<file path="config.mk">
export PLATFORM = sky130hd
export DESIGN_NAME = six_axis_knob_sensor_fusion
export DESIGN_NICKNAME = d
export VERILOG_FILES = /design/src/hw/rtl/skfus_pkg.sv /design/src/hw/rtl/six_axis_knob_sensor_fusion.sv /design/src/hw/rtl/skfus_chan.sv /design/src/hw/rtl/skfus_mix.sv /design/src/hw/rtl/skfus_supp.sv
export SDC_FILE = /design/constraint.sdc
export NUM_CORES = 2
export LEC_CHECK = 0
export BUFFER_PORTS_ARGS = -buffer_cell sky130_fd_sc_hd__clkbuf_2
export CORE_UTILIZATION = 45
export CTS_CLUSTER_SIZE = 8
export DETAILED_ROUTE_END_ITERATION = 12
export PLACE_DENSITY = 0.66
export SYNTH_ARGS = -nofsm -noshare
export SYNTH_HDL_FRONTEND = slang
export SYNTH_SLANG_ARGS = --single-unit
</file>
<file path="constraint.sdc">
create_clock -name clk -period 34.8 [get_ports clk]
set_input_delay 5.22 -clock clk [delete_from_list [all_inputs] [get_ports clk]]
set_output_delay 5.22 -clock clk [all_outputs]
set_load 0.01 [all_outputs]
</file>
<file path="src/hw/rtl/skfus_pkg.sv">
// Shared types, constants and the mixing sign table of the knob sensor fusion block.
package skfus_pkg;

	localparam int NCH = 6;

	typedef logic [11:0] sample_t;
	typedef logic signed [12:0] diff_t;
	typedef logic signed [14:0] calsum_t;
	typedef logic signed [15:0] acc_t;
	typedef logic signed [14:0] axis_t;
	typedef logic [13:0] mag_t;
	typedef logic [16:0] total_t;
	typedef logic [13:0] dz_t;
	typedef logic [1:0] cfg_idx_t;

	localparam sample_t CENTER_BASE = 12'd2000;

	// Division by seven as multiplication by ceil(2^19 / 7), exact for 16-bit dividends.
	localparam logic [16:0] DIV7_RECIP = 17'd74899;
	localparam int DIV7_SHIFT = 19;

	localparam cfg_idx_t CFG_SENSOR_DZ = 2'd0;
	localparam cfg_idx_t CFG_TRANS_DZ = 2'd1;
	localparam cfg_idx_t CFG_ROT_DZ = 2'd2;

	// Bit j of row i is set where channel j enters axis i with a negative sign.
	localparam logic [NCH-1:0] MIX_NEG [NCH] = '{
		6'b101000,
		6'b010010,
		6'b111010,
		6'b110010,
		6'b000111,
		6'b010011
	};

	typedef struct packed {
		logic adv;
		logic cal;
		logic cal_wrap;
	} chan_ctl_t;

endpackage

</file>
<file path="src/hw/rtl/six_axis_knob_sensor_fusion.sv">
// Top level of the six-axis knob sensor fusion block: lanes, merging stage and handshakes.
//
//  Channel  | Signals                                        | Direction
//  frame    | frame_valid, frame_stall, kind, sample_0..5    | in (stall out)
//  axes     | axes_valid, axes_stall, move_x..z, turn_x..z   | out (stall in)
//  config   | cfg_valid, cfg_ready, cfg_index, cfg_data      | in (ready out)
//
// A frame can be accepted every cycle unless stalled; an all-zero measurement result is dropped.
// A calibration item updates the sums, and every fourth one the centers, at its accepting edge.
// Reset sets centers to 2000, clears sums and counter, and sets deadzones to 22, 65 and 110.
// All stages advance together whenever the output register is empty or being taken.
module six_axis_knob_sensor_fusion import skfus_pkg::*; (
	input logic clk,
	input logic arst_n,
	input logic frame_valid,
	output logic frame_stall,
	input logic kind,
	input sample_t sample_0,
	input sample_t sample_1,
	input sample_t sample_2,
	input sample_t sample_3,
	input sample_t sample_4,
	input sample_t sample_5,
	output logic axes_valid,
	input logic axes_stall,
	output axis_t move_x,
	output axis_t move_y,
	output axis_t move_z,
	output axis_t turn_x,
	output axis_t turn_y,
	output axis_t turn_z,
	input logic cfg_valid,
	output logic cfg_ready,
	input cfg_idx_t cfg_index,
	input logic [13:0] cfg_data
);

	logic adv;
	logic accept;
	chan_ctl_t ctl;
	logic [1:0] cal_cnt_q;
	sample_t sensor_dz_q;
	dz_t trans_dz_q;
	dz_t rot_dz_q;
	sample_t samples [NCH];
	diff_t d_s1 [NCH];
	axis_t m_s2 [NCH];
	mag_t mag_s2 [NCH];
	axis_t m_s3 [NCH];
	mag_t mag_s3 [NCH];
	total_t total_c;
	total_t total_s3;
	axis_t res_s5 [NCH];
	logic [NCH-1:0] nz;
	logic v_s1;
	logic v_s2;
	logic v_s3;
	logic v_s4;
	logic v_s5;

	assign adv = !v_s5 || !axes_stall;
	assign frame_stall = !adv;
	assign accept = frame_valid && adv;
	assign cfg_ready = 1'b1;
	assign axes_valid = v_s5;

	assign ctl.adv = adv;
	assign ctl.cal = accept && !kind;
	assign ctl.cal_wrap = (cal_cnt_q == 2'd3);

	assign samples[0] = sample_0;
	assign samples[1] = sample_1;
	assign samples[2] = sample_2;
	assign samples[3] = sample_3;
	assign samples[4] = sample_4;
	assign samples[5] = sample_5;

	always_ff @(posedge clk or negedge arst_n) begin
		if (!arst_n) begin
			sensor_dz_q <= 12'd22;
			trans_dz_q <= 14'd65;
			rot_dz_q <= 14'd110;
		end else if (cfg_valid) begin
			case (cfg_index)
				CFG_SENSOR_DZ: sensor_dz_q <= cfg_data[11:0];
				CFG_TRANS_DZ: trans_dz_q <= cfg_data;
				CFG_ROT_DZ: rot_dz_q <= cfg_data;
				default: ;
			endcase
		end
	end

	always_ff @(posedge clk or negedge arst_n) begin
		if (!arst_n) begin
			cal_cnt_q <= '0;
		end else if (ctl.cal) begin
			cal_cnt_q <= cal_cnt_q + 2'd1;
		end
	end

	always_ff @(posedge clk or negedge arst_n) begin
		if (!arst_n) begin
			v_s1 <= 1'b0;
			v_s2 <= 1'b0;
			v_s3 <= 1'b0;
			v_s4 <= 1'b0;
			v_s5 <= 1'b0;
		end else if (adv) begin
			v_s1 <= accept && kind;
			v_s2 <= v_s1;
			v_s3 <= v_s2;
			v_s4 <= v_s3;
			v_s5 <= v_s4 && (nz != '0);
		end
	end

	for (genvar i = 0; i < NCH; i++) begin : g_chan
		skfus_chan u_chan (
			.clk(clk),
			.arst_n(arst_n),
			.ctl(ctl),
			.sample(samples[i]),
			.sensor_dz(sensor_dz_q),
			.d_s1(d_s1[i])
		);
	end

	for (genvar i = 0; i < NCH; i++) begin : g_mix
		skfus_mix u_mix (
			.clk(clk),
			.adv(adv),
			.d(d_s1),
			.neg(MIX_NEG[i]),
			.m_s2(m_s2[i]),
			.mag_s2(mag_s2[i])
		);
	end

	// The merging stage adds up the six axis magnitudes.
	always_comb begin
		total_c = '0;
		for (int i = 0; i < NCH; i++) begin
			total_c = total_c + total_t'(mag_s2[i]);
		end
	end

	always_ff @(posedge clk) begin
		if (adv) begin
			total_s3 <= total_c;
			m_s3 <= m_s2;
			mag_s3 <= mag_s2;
		end
	end

	for (genvar i = 0; i < NCH; i++) begin : g_supp
		skfus_supp u_supp (
			.clk(clk),
			.adv(adv),
			.total(total_s3),
			.m(m_s3[i]),
			.mag(mag_s3[i]),
			.dz((i < 3) ? trans_dz_q : rot_dz_q),
			.res_s5(res_s5[i]),
			.nz(nz[i])
		);
	end

	assign move_x = res_s5[0];
	assign move_y = res_s5[1];
	assign move_z = res_s5[2];
	assign turn_x = res_s5[3];
	assign turn_y = res_s5[4];
	assign turn_z = res_s5[5];

	a_out_nonzero: assert property (@(posedge clk) disable iff (!arst_n)
		axes_valid |-> (move_x != '0 || move_y != '0 || move_z != '0 ||
			turn_x != '0 || turn_y != '0 || turn_z != '0))
		else $error("result item with all axes zero");

	a_cal_wrap: assert property (@(posedge clk) disable iff (!arst_n)
		(ctl.cal && cal_cnt_q == 2'd3) |=> (cal_cnt_q == 2'd0))
		else $error("calibration counter did not wrap after fourth frame");

	a_s1_origin: assert property (@(posedge clk) disable iff (!arst_n)
		$rose(v_s1) |-> $past(frame_valid && !frame_stall && kind))
		else $error("measurement stage entered without an accepted measurement item");

	a_no_cal_in_pipe: assert property (@(posedge clk) disable iff (!arst_n)
		(accept && !kind) |=> !v_s1)
		else $error("calibration item entered the measurement pipeline");

endmodule

</file>
<file path="src/hw/rtl/skfus_chan.sv">
// Channel lane: calibration accumulator, center register, centering and deadzone shrink.
module skfus_chan import skfus_pkg::*; (
	input logic clk,
	input logic arst_n,
	input chan_ctl_t ctl,
	input sample_t sample,
	input sample_t sensor_dz,
	output diff_t d_s1
);

	calsum_t sum_q;
	calsum_t sum_nxt;
	calsum_t sum_rnd;
	sample_t center_q;
	sample_t center_new;
	diff_t diff;
	diff_t lim;
	diff_t shrunk;

	always_comb begin
		sum_nxt = sum_q + $signed({3'b000, sample}) - $signed({3'b000, CENTER_BASE});
		sum_rnd = sum_nxt + (sum_nxt[14] ? 15'sd3 : 15'sd0);
		center_new = sum_rnd[13:2] + CENTER_BASE;
	end

	always_ff @(posedge clk or negedge arst_n) begin
		if (!arst_n) begin
			sum_q <= '0;
			center_q <= CENTER_BASE;
		end else if (ctl.cal) begin
			if (ctl.cal_wrap) begin
				sum_q <= '0;
				center_q <= center_new;
			end else begin
				sum_q <= sum_nxt;
			end
		end
	end

	always_comb begin
		diff = $signed({1'b0, center_q}) - $signed({1'b0, sample});
		lim = $signed({1'b0, sensor_dz});
		shrunk = '0;
		if (!diff[12]) begin
			if (diff > lim) begin
				shrunk = diff - lim;
			end
		end else begin
			if (diff < -lim) begin
				shrunk = diff + lim;
			end
		end
	end

	always_ff @(posedge clk) begin
		if (ctl.adv) begin
			d_s1 <= shrunk;
		end
	end

endmodule

</file>
<file path="src/hw/rtl/skfus_mix.sv">
// Axis lane of the sign matrix: signed sum of the six channels, halved toward zero.
module skfus_mix import skfus_pkg::*; (
	input logic clk,
	input logic adv,
	input diff_t d [NCH],
	input logic [NCH-1:0] neg,
	output axis_t m_s2,
	output mag_t mag_s2
);

	acc_t acc;
	acc_t acc_h;
	axis_t m;
	axis_t m_neg;

	always_comb begin
		acc = '0;
		for (int j = 0; j < NCH; j++) begin
			if (neg[j]) begin
				acc = acc - acc_t'(d[j]);
			end else begin
				acc = acc + acc_t'(d[j]);
			end
		end
		acc_h = acc + acc_t'({15'b0, acc[15]});
		m = acc_h[15:1];
		m_neg = -m;
	end

	always_ff @(posedge clk) begin
		if (adv) begin
			m_s2 <= m;
			mag_s2 <= m[14] ? m_neg[13:0] : m[13:0];
		end
	end

endmodule

</file>
<file path="src/hw/rtl/skfus_supp.sv">
// Axis lane of the cross suppression: other magnitudes over seven plus deadzone, then shrink.
module skfus_supp import skfus_pkg::*; (
	input logic clk,
	input logic adv,
	input total_t total,
	input axis_t m,
	input mag_t mag,
	input dz_t dz,
	output axis_t res_s5,
	output logic nz
);

	logic [15:0] others;
	logic [32:0] prod;
	mag_t q_s4;
	axis_t m_s4;
	mag_t mag_s4;
	logic [14:0] thr;
	logic signed [15:0] mw;
	axis_t res;

	always_comb begin
		others = 16'(total - {3'b000, mag});
		prod = {17'b0, others} * {16'b0, DIV7_RECIP};
	end

	always_ff @(posedge clk) begin
		if (adv) begin
			q_s4 <= prod[DIV7_SHIFT+13:DIV7_SHIFT];
			m_s4 <= m;
			mag_s4 <= mag;
		end
	end

	always_comb begin
		thr = {1'b0, q_s4} + {1'b0, dz};
		if (m_s4[14]) begin
			mw = $signed({m_s4[14], m_s4}) + $signed({1'b0, thr});
		end else begin
			mw = $signed({m_s4[14], m_s4}) - $signed({1'b0, thr});
		end
		res = ({1'b0, mag_s4} > thr) ? mw[14:0] : '0;
		nz = (res != '0);
	end

	always_ff @(posedge clk) begin
		if (adv) begin
			res_s5 <= res;
		end
	end

endmodule

</file>
After elaboration in Yosys (flattened, before gate mapping)
Index checks and enable logic that the tools add are counted.
{"block": "totals", "output_inout_bits": 93, "input_bits": 94, "ff_bits": 999}
{"block": "classes", "eq_ne": 3, "muxes": 48, "addsub": 109, "n_reduce_logical": 21, "n_lt_le_gt_ge": 18, "multipliers": 6}
{"operator": "$mux 15", "n": 18}
{"operator": "$mux 13", "n": 18}
{"operator": "$mul 16x17->33 const B", "n": 6}
{"operator": "$add 16x13->16", "n": 9}
{"operator": "$sub 16x13->16", "n": 9}
{"operator": "$add 14x14->15", "n": 7}
{"operator": "$add 16x2->16", "n": 6}
{"operator": "$sub 16x14->16", "n": 6}
{"operator": "$add 15x13->15", "n": 6}
{"operator": "$add 15x15->15", "n": 6}
{"operator": "$gt 14x15->1", "n": 6}
{"operator": "$reduce_bool 15->1", "n": 6}
{"operator": "$sub 15x12->15 const B", "n": 6}
{"operator": "$sub 15x15->15", "n": 6}
{"operator": "$add 14x14->14", "n": 6}
{"operator": "$mux 14", "n": 6}
{"operator": "$neg 14->14", "n": 6}
{"operator": "$add 13x13->13", "n": 6}
{"operator": "$gt 13x13->1", "n": 6}
{"operator": "$lt 13x13->1", "n": 6}
{"operator": "$sub 12x12->13", "n": 6}
{"operator": "$sub 13x13->13", "n": 6}
{"operator": "$add 12x11->12 const B", "n": 6}
{"operator": "$add 16x14->16", "n": 3}
{"operator": "other kinds (17)", "n": 33}

Longest topological paths before layout
{"block": "depth", "depth_word": 9, "depth_mapped": 43, "mapped_depth_nobuf": 43}

Hierarchy
A second synthesis with hierarchy kept.
{"block": "unflattened", "cells_unflattened": 13580, "area_unflattened_um2": 123669.9}
{"mod": "skfus_mix", "area_per_inst_um2": 6423.7, "seq_area_each_um2": 840.8, "n_inst": 6, "cells_each": 813}
{"mod": "skfus_chan (g_chan[0].u_chan ...)", "area_per_inst_um2": 4758.3, "seq_area_each_um2": 1073.5, "n_inst": 5, "cells_each": 573}
{"mod": "skfus_supp (g_supp[3].u_supp ...)", "area_per_inst_um2": 7757.4, "seq_area_each_um2": 1741.7, "n_inst": 2, "cells_each": 766}
{"mod": "six_axis_knob_sensor_fusion", "area_per_inst_um2": 9855.7, "seq_area_each_um2": 6924.1, "n_inst": 1, "cells_each": 590}
{"mod": "skfus_supp (g_supp[5].u_supp)", "area_per_inst_um2": 7883.8, "seq_area_each_um2": 1741.7, "n_inst": 1, "cells_each": 794}
{"mod": "skfus_supp (g_supp[2].u_supp)", "area_per_inst_um2": 7862.5, "seq_area_each_um2": 1741.7, "n_inst": 1, "cells_each": 809}
{"mod": "skfus_supp (g_supp[1].u_supp)", "area_per_inst_um2": 7749.9, "seq_area_each_um2": 1741.7, "n_inst": 1, "cells_each": 780}
{"mod": "skfus_supp (g_supp[0].u_supp)", "area_per_inst_um2": 7717.4, "seq_area_each_um2": 1741.7, "n_inst": 1, "cells_each": 763}
{"mod": "skfus_chan (g_chan[5].u_chan)", "area_per_inst_um2": 4752.1, "seq_area_each_um2": 1073.5, "n_inst": 1, "cells_each": 569}

Least setup slack after synthesis
OpenSTA, ideal clock, no wires.
{"block": "synth_path", "path_kind": "input -> output", "start": "in axes_stall", "end": "out frame_stall", "slack_ns": 5.018, "t_arrival_ns": 24.562, "required_time_ns": 29.580, "stages": 2, "n_path_buf": 0, "path_cell_list": "nand2_1 > inv_1"}
{"block": "synth_between", "elab_chain_cells": 3}
{"element": "from (decl)", "line": "six_axis_knob_sensor_fusion.sv:25", "source": "input logic axes_stall,"}
{"element": "$logic_not 1->1", "line": "six_axis_knob_sensor_fusion.sv:61", "source": "assign adv = !v_s5 || !axes_stall;"}
{"element": "$logic_or 1x1->1", "line": "six_axis_knob_sensor_fusion.sv:61"}
{"element": "$logic_not 1->1", "line": "six_axis_knob_sensor_fusion.sv:62", "source": "assign frame_stall = !adv;"}
{"element": "to (decl)", "line": "six_axis_knob_sensor_fusion.sv:16", "source": "output logic frame_stall,"}
Every way passes these cells.

Worst setup path in the final report
Ends and elaborated chain as after synthesis.

==> qor.yml <==
run_status:
  status: "finished, final reports clean"
critical_path:
  path_class: "in2out"
  critPathRequiredTime_ns: 29.58
  arrival_ns: 6.23
  startpoint_type: "input pin"
  critPathMaxFanout: 37
  endpoint_kind: "output port"
  cp_cell_sequence: "clkbuf_2, nand2_4, inv_1, clkbuf_2"
  cp_common_cell: "clkbuf_2"
  worstReg2RegStart: "total_s3[0]"
  slowest_delay_ns: 0.41
  slowest_stage: "nand2_4"
  crit_start: "axes_stall"
worst_hold_path:
  worstHoldStart: "m_s3[10]"
  hp-class: "reg2reg"
timing:
  fmax_mhz: 87.3
  finalSetupViolations: 0
  slew_viol_final: 0
  finClkSkew_ns: 0.0632
  min_period_ns: 11.45
  tightestPinTransition_ns: 1.24
  relSlewSlack_pct: 16.4
  hold_viol_final: 0
  fin_crit_sh_pct: 32.9
  tns_ns: 0
  rsz0062_at_grt: "false"
synth:
  synthesis.area_sq_um: 98900
  synth_nets: 12400
  yosysWarningCount: 0
  ys.flop_type: "edfxtp_1"
  async_reset_ff_share_pct: 21.3
  synth_edf_count: 772
  syn_area_per_cell_sq_um: 9.86
  synth-seq-area-share_pct: 28.8
  yosysUniqueCellTypes: 101
  syn_inst: 10000
  synth_seq_cells: 981
clock_tree:
  clock_sinks: 981
  cts_root_buffer: "clkbuf_16"
  cts_tree: "yes"
  postCtsSetupBuffers: 0
  numCtsBuffers: 147
  clkTransAtPathRegs_ns: 0.06
  clock_latency_ns: 0.82
  htreeDepth: 4
  ctsResizeCount: 0
  cts_hold_buf: 0
  cts_buffer_depth: 3
die:
  rows: 171
  top_level_ports: 187
  die_x_um: 471
  die_h_um: 471
  start_util_pct: 45.4
  core_region_area_sq_um: 218000
  dieArea_sq_um: 222000
drt:
  vias: 73400
  wl_mm: 271
  dr.pass1.iters: 8
  dr.first_iter.drc_count: 5136
  post_drt_wl_per_cell_um: 20.5
  viasPerCell: 5.53
  drc_errors: 0
  ant_nets: 0
global_routing:
  grt-busiest-layer: "met2"
  grt_max_degree: 184
  grt_pass1_vias: 73500
  gr-usage-met3_pct: 3.90
  grt_pass1_wl_mm: 416
  grt-ovfl-total: 0
  use_met2_pct: 40.5
  antenna_found_initial: 11
  grt_usage_pct: 24.3
  grt_use_met1_pct: 31.2
finish:
  syn_to_final_growth_pct: 9.19
  nNetsFinal: 12700
  drive_gt1_share_pct: 5.75
placed_design:
  place_hpwl_mm: 222
  finalWeightedCongestion: 0.963
  port_buffers: 185
flow_run:
  drv_cap: 0
## cell families after synthesis
| kind of cell | count (synthesis) | share of synthesized area [%] |
|---|---|---|
| flops | 981 | 28.8 |
| simple gates | 2082 | 10.2 |
| xor+xnor | 810 | 7.18 |
| fa+ha+maj | 2252 | 32.7 |
| buf+inv | 1719 | 6.55 |
| mux | 69 | 0.756 |
| other cells | 1 | 0.00379 |
| compound gates | 2111 | 13.8 |
## critical path: cells and delay by family
kind | cells | cell delay, ns
buffers and inverters | 3 | 0.53
AND/OR/NAND/NOR | 1 | 0.41
## layer usage
| metal | share of wire [%] | up-vias |
|---|---|---|
| met5 | 0.031 | - |
| met4 | 4.6 | 14 |
| met3 | 5.6 | 484 |
| met2 | 47 | 1924 |
| met1 | 43 | 35400 |
| li1 | - | 35500 |
## cells in the final DEF (no fill, tap or decap), types with 74 or more instances in the layout
cell type	netlist	final
ha_1	1702	1702
inv_1	1614	1613
edfxtp_1	772	772
nor2_1	687	686
fa_1	550	550
a21oi_1	527	527
xnor2_1	525	522
o21ai_0	524	520
nand2_1	429	427
xor2_1	285	285
nor3_1	205	204
a21o_1	203	203
clkbuf_2	0	184
dfrtp_1	163	163
nor2b_1	155	155
clkbuf_16	0	149
o21a_1	115	115
nand3_1	104	104
nand2b_1	103	103
o21bai_1	99	99
a31oi_1	80	80
a211oi_1	74	74
## Yosys cell counts (163+ instances only)
cell      number  area [sq um]
ha_1        1702         21300
inv_1       1614          6060
edfxtp_1     772         23200
nor2_1       687          2580
fa_1         550         11000
a21oi_1      527          2640
xnor2_1      525          4600
o21ai_0      524          2620
nand2_1      429          1610
xor2_1       285          2500
nor3_1       205          1030
a21o_1       203          1520
dfrtp_1      163          4080
## area by class of cell
cell class,count,area [sq um]
Tap cell,2854,3570
Timing Repair Buffer,250,1440
Inverter,1614,6060
Sequential cell,981,28500
Antenna cell,3,7.51
Multi-Input combinational cell,7325,64000
Clock inverter,27,438
Clock buffer,210,3990
Fill cell,19800,110000
## per-stage QoR
stage	utilization (%)	setup WS (ns)	hold WS, ns	instance area, sq um	cells
final	49.6	23.35	0.380	108000	13300
after global routing	49.6	23.29	0.388	108000	13300
after CTS	49.6	23.34	0.386	108000	13300
after detailed placement	47.5	23.34	0.405	104000	13000
after global placement	47.5	23.35	0.402	104000	13000
after floorplan	-	5.02	0.400	98900	10000
## state kept, by name (all words and copies together) (netlist names)
name,flops
g_chan.u_chan.center_q,72
trans_dz_q,14
g_chan.u_chan.sum_q,90
v_s3,1
mag_s3,78
axes_valid,1
v_s4,1
rot_dz_q,14
g_supp.u_supp.res_s5,90
g_mix.u_mix.mag_s2,83
m_s3,90
g_chan.u_chan.d_s1,78
g_supp.u_supp.mag_s4,81
g_supp.u_supp.q_s4,84
v_s1,1
v_s2,1
sensor_dz_q,12
g_supp.u_supp.m_s4,87
total_s3,16
g_mix.u_mix.m_s2,85
cal_cnt_q,2
## final timing paths
kind | slack, ns | endpoint | cells past startpoint
setup / recovery | 23.35 | frame_stall | 4
hold / removal | 0.38 | g_supp[5].u_supp.m_s4[10] | 0
setup reg to reg | 24.38 | g_supp[1].u_supp.q_s4[13] | 36
hold reg to reg | 0.38 | g_supp[5].u_supp.m_s4[10] | 0
max in group asynchronous | 28.84 | trans_dz_q[1] | 2
min in group asynchronous | 4.38 | g_chan[2].u_chan.sum_q[3] | 1
Power is not shown: default switching activity piles up to over one toggle a cycle in this logic, so the estimate is an artifact.
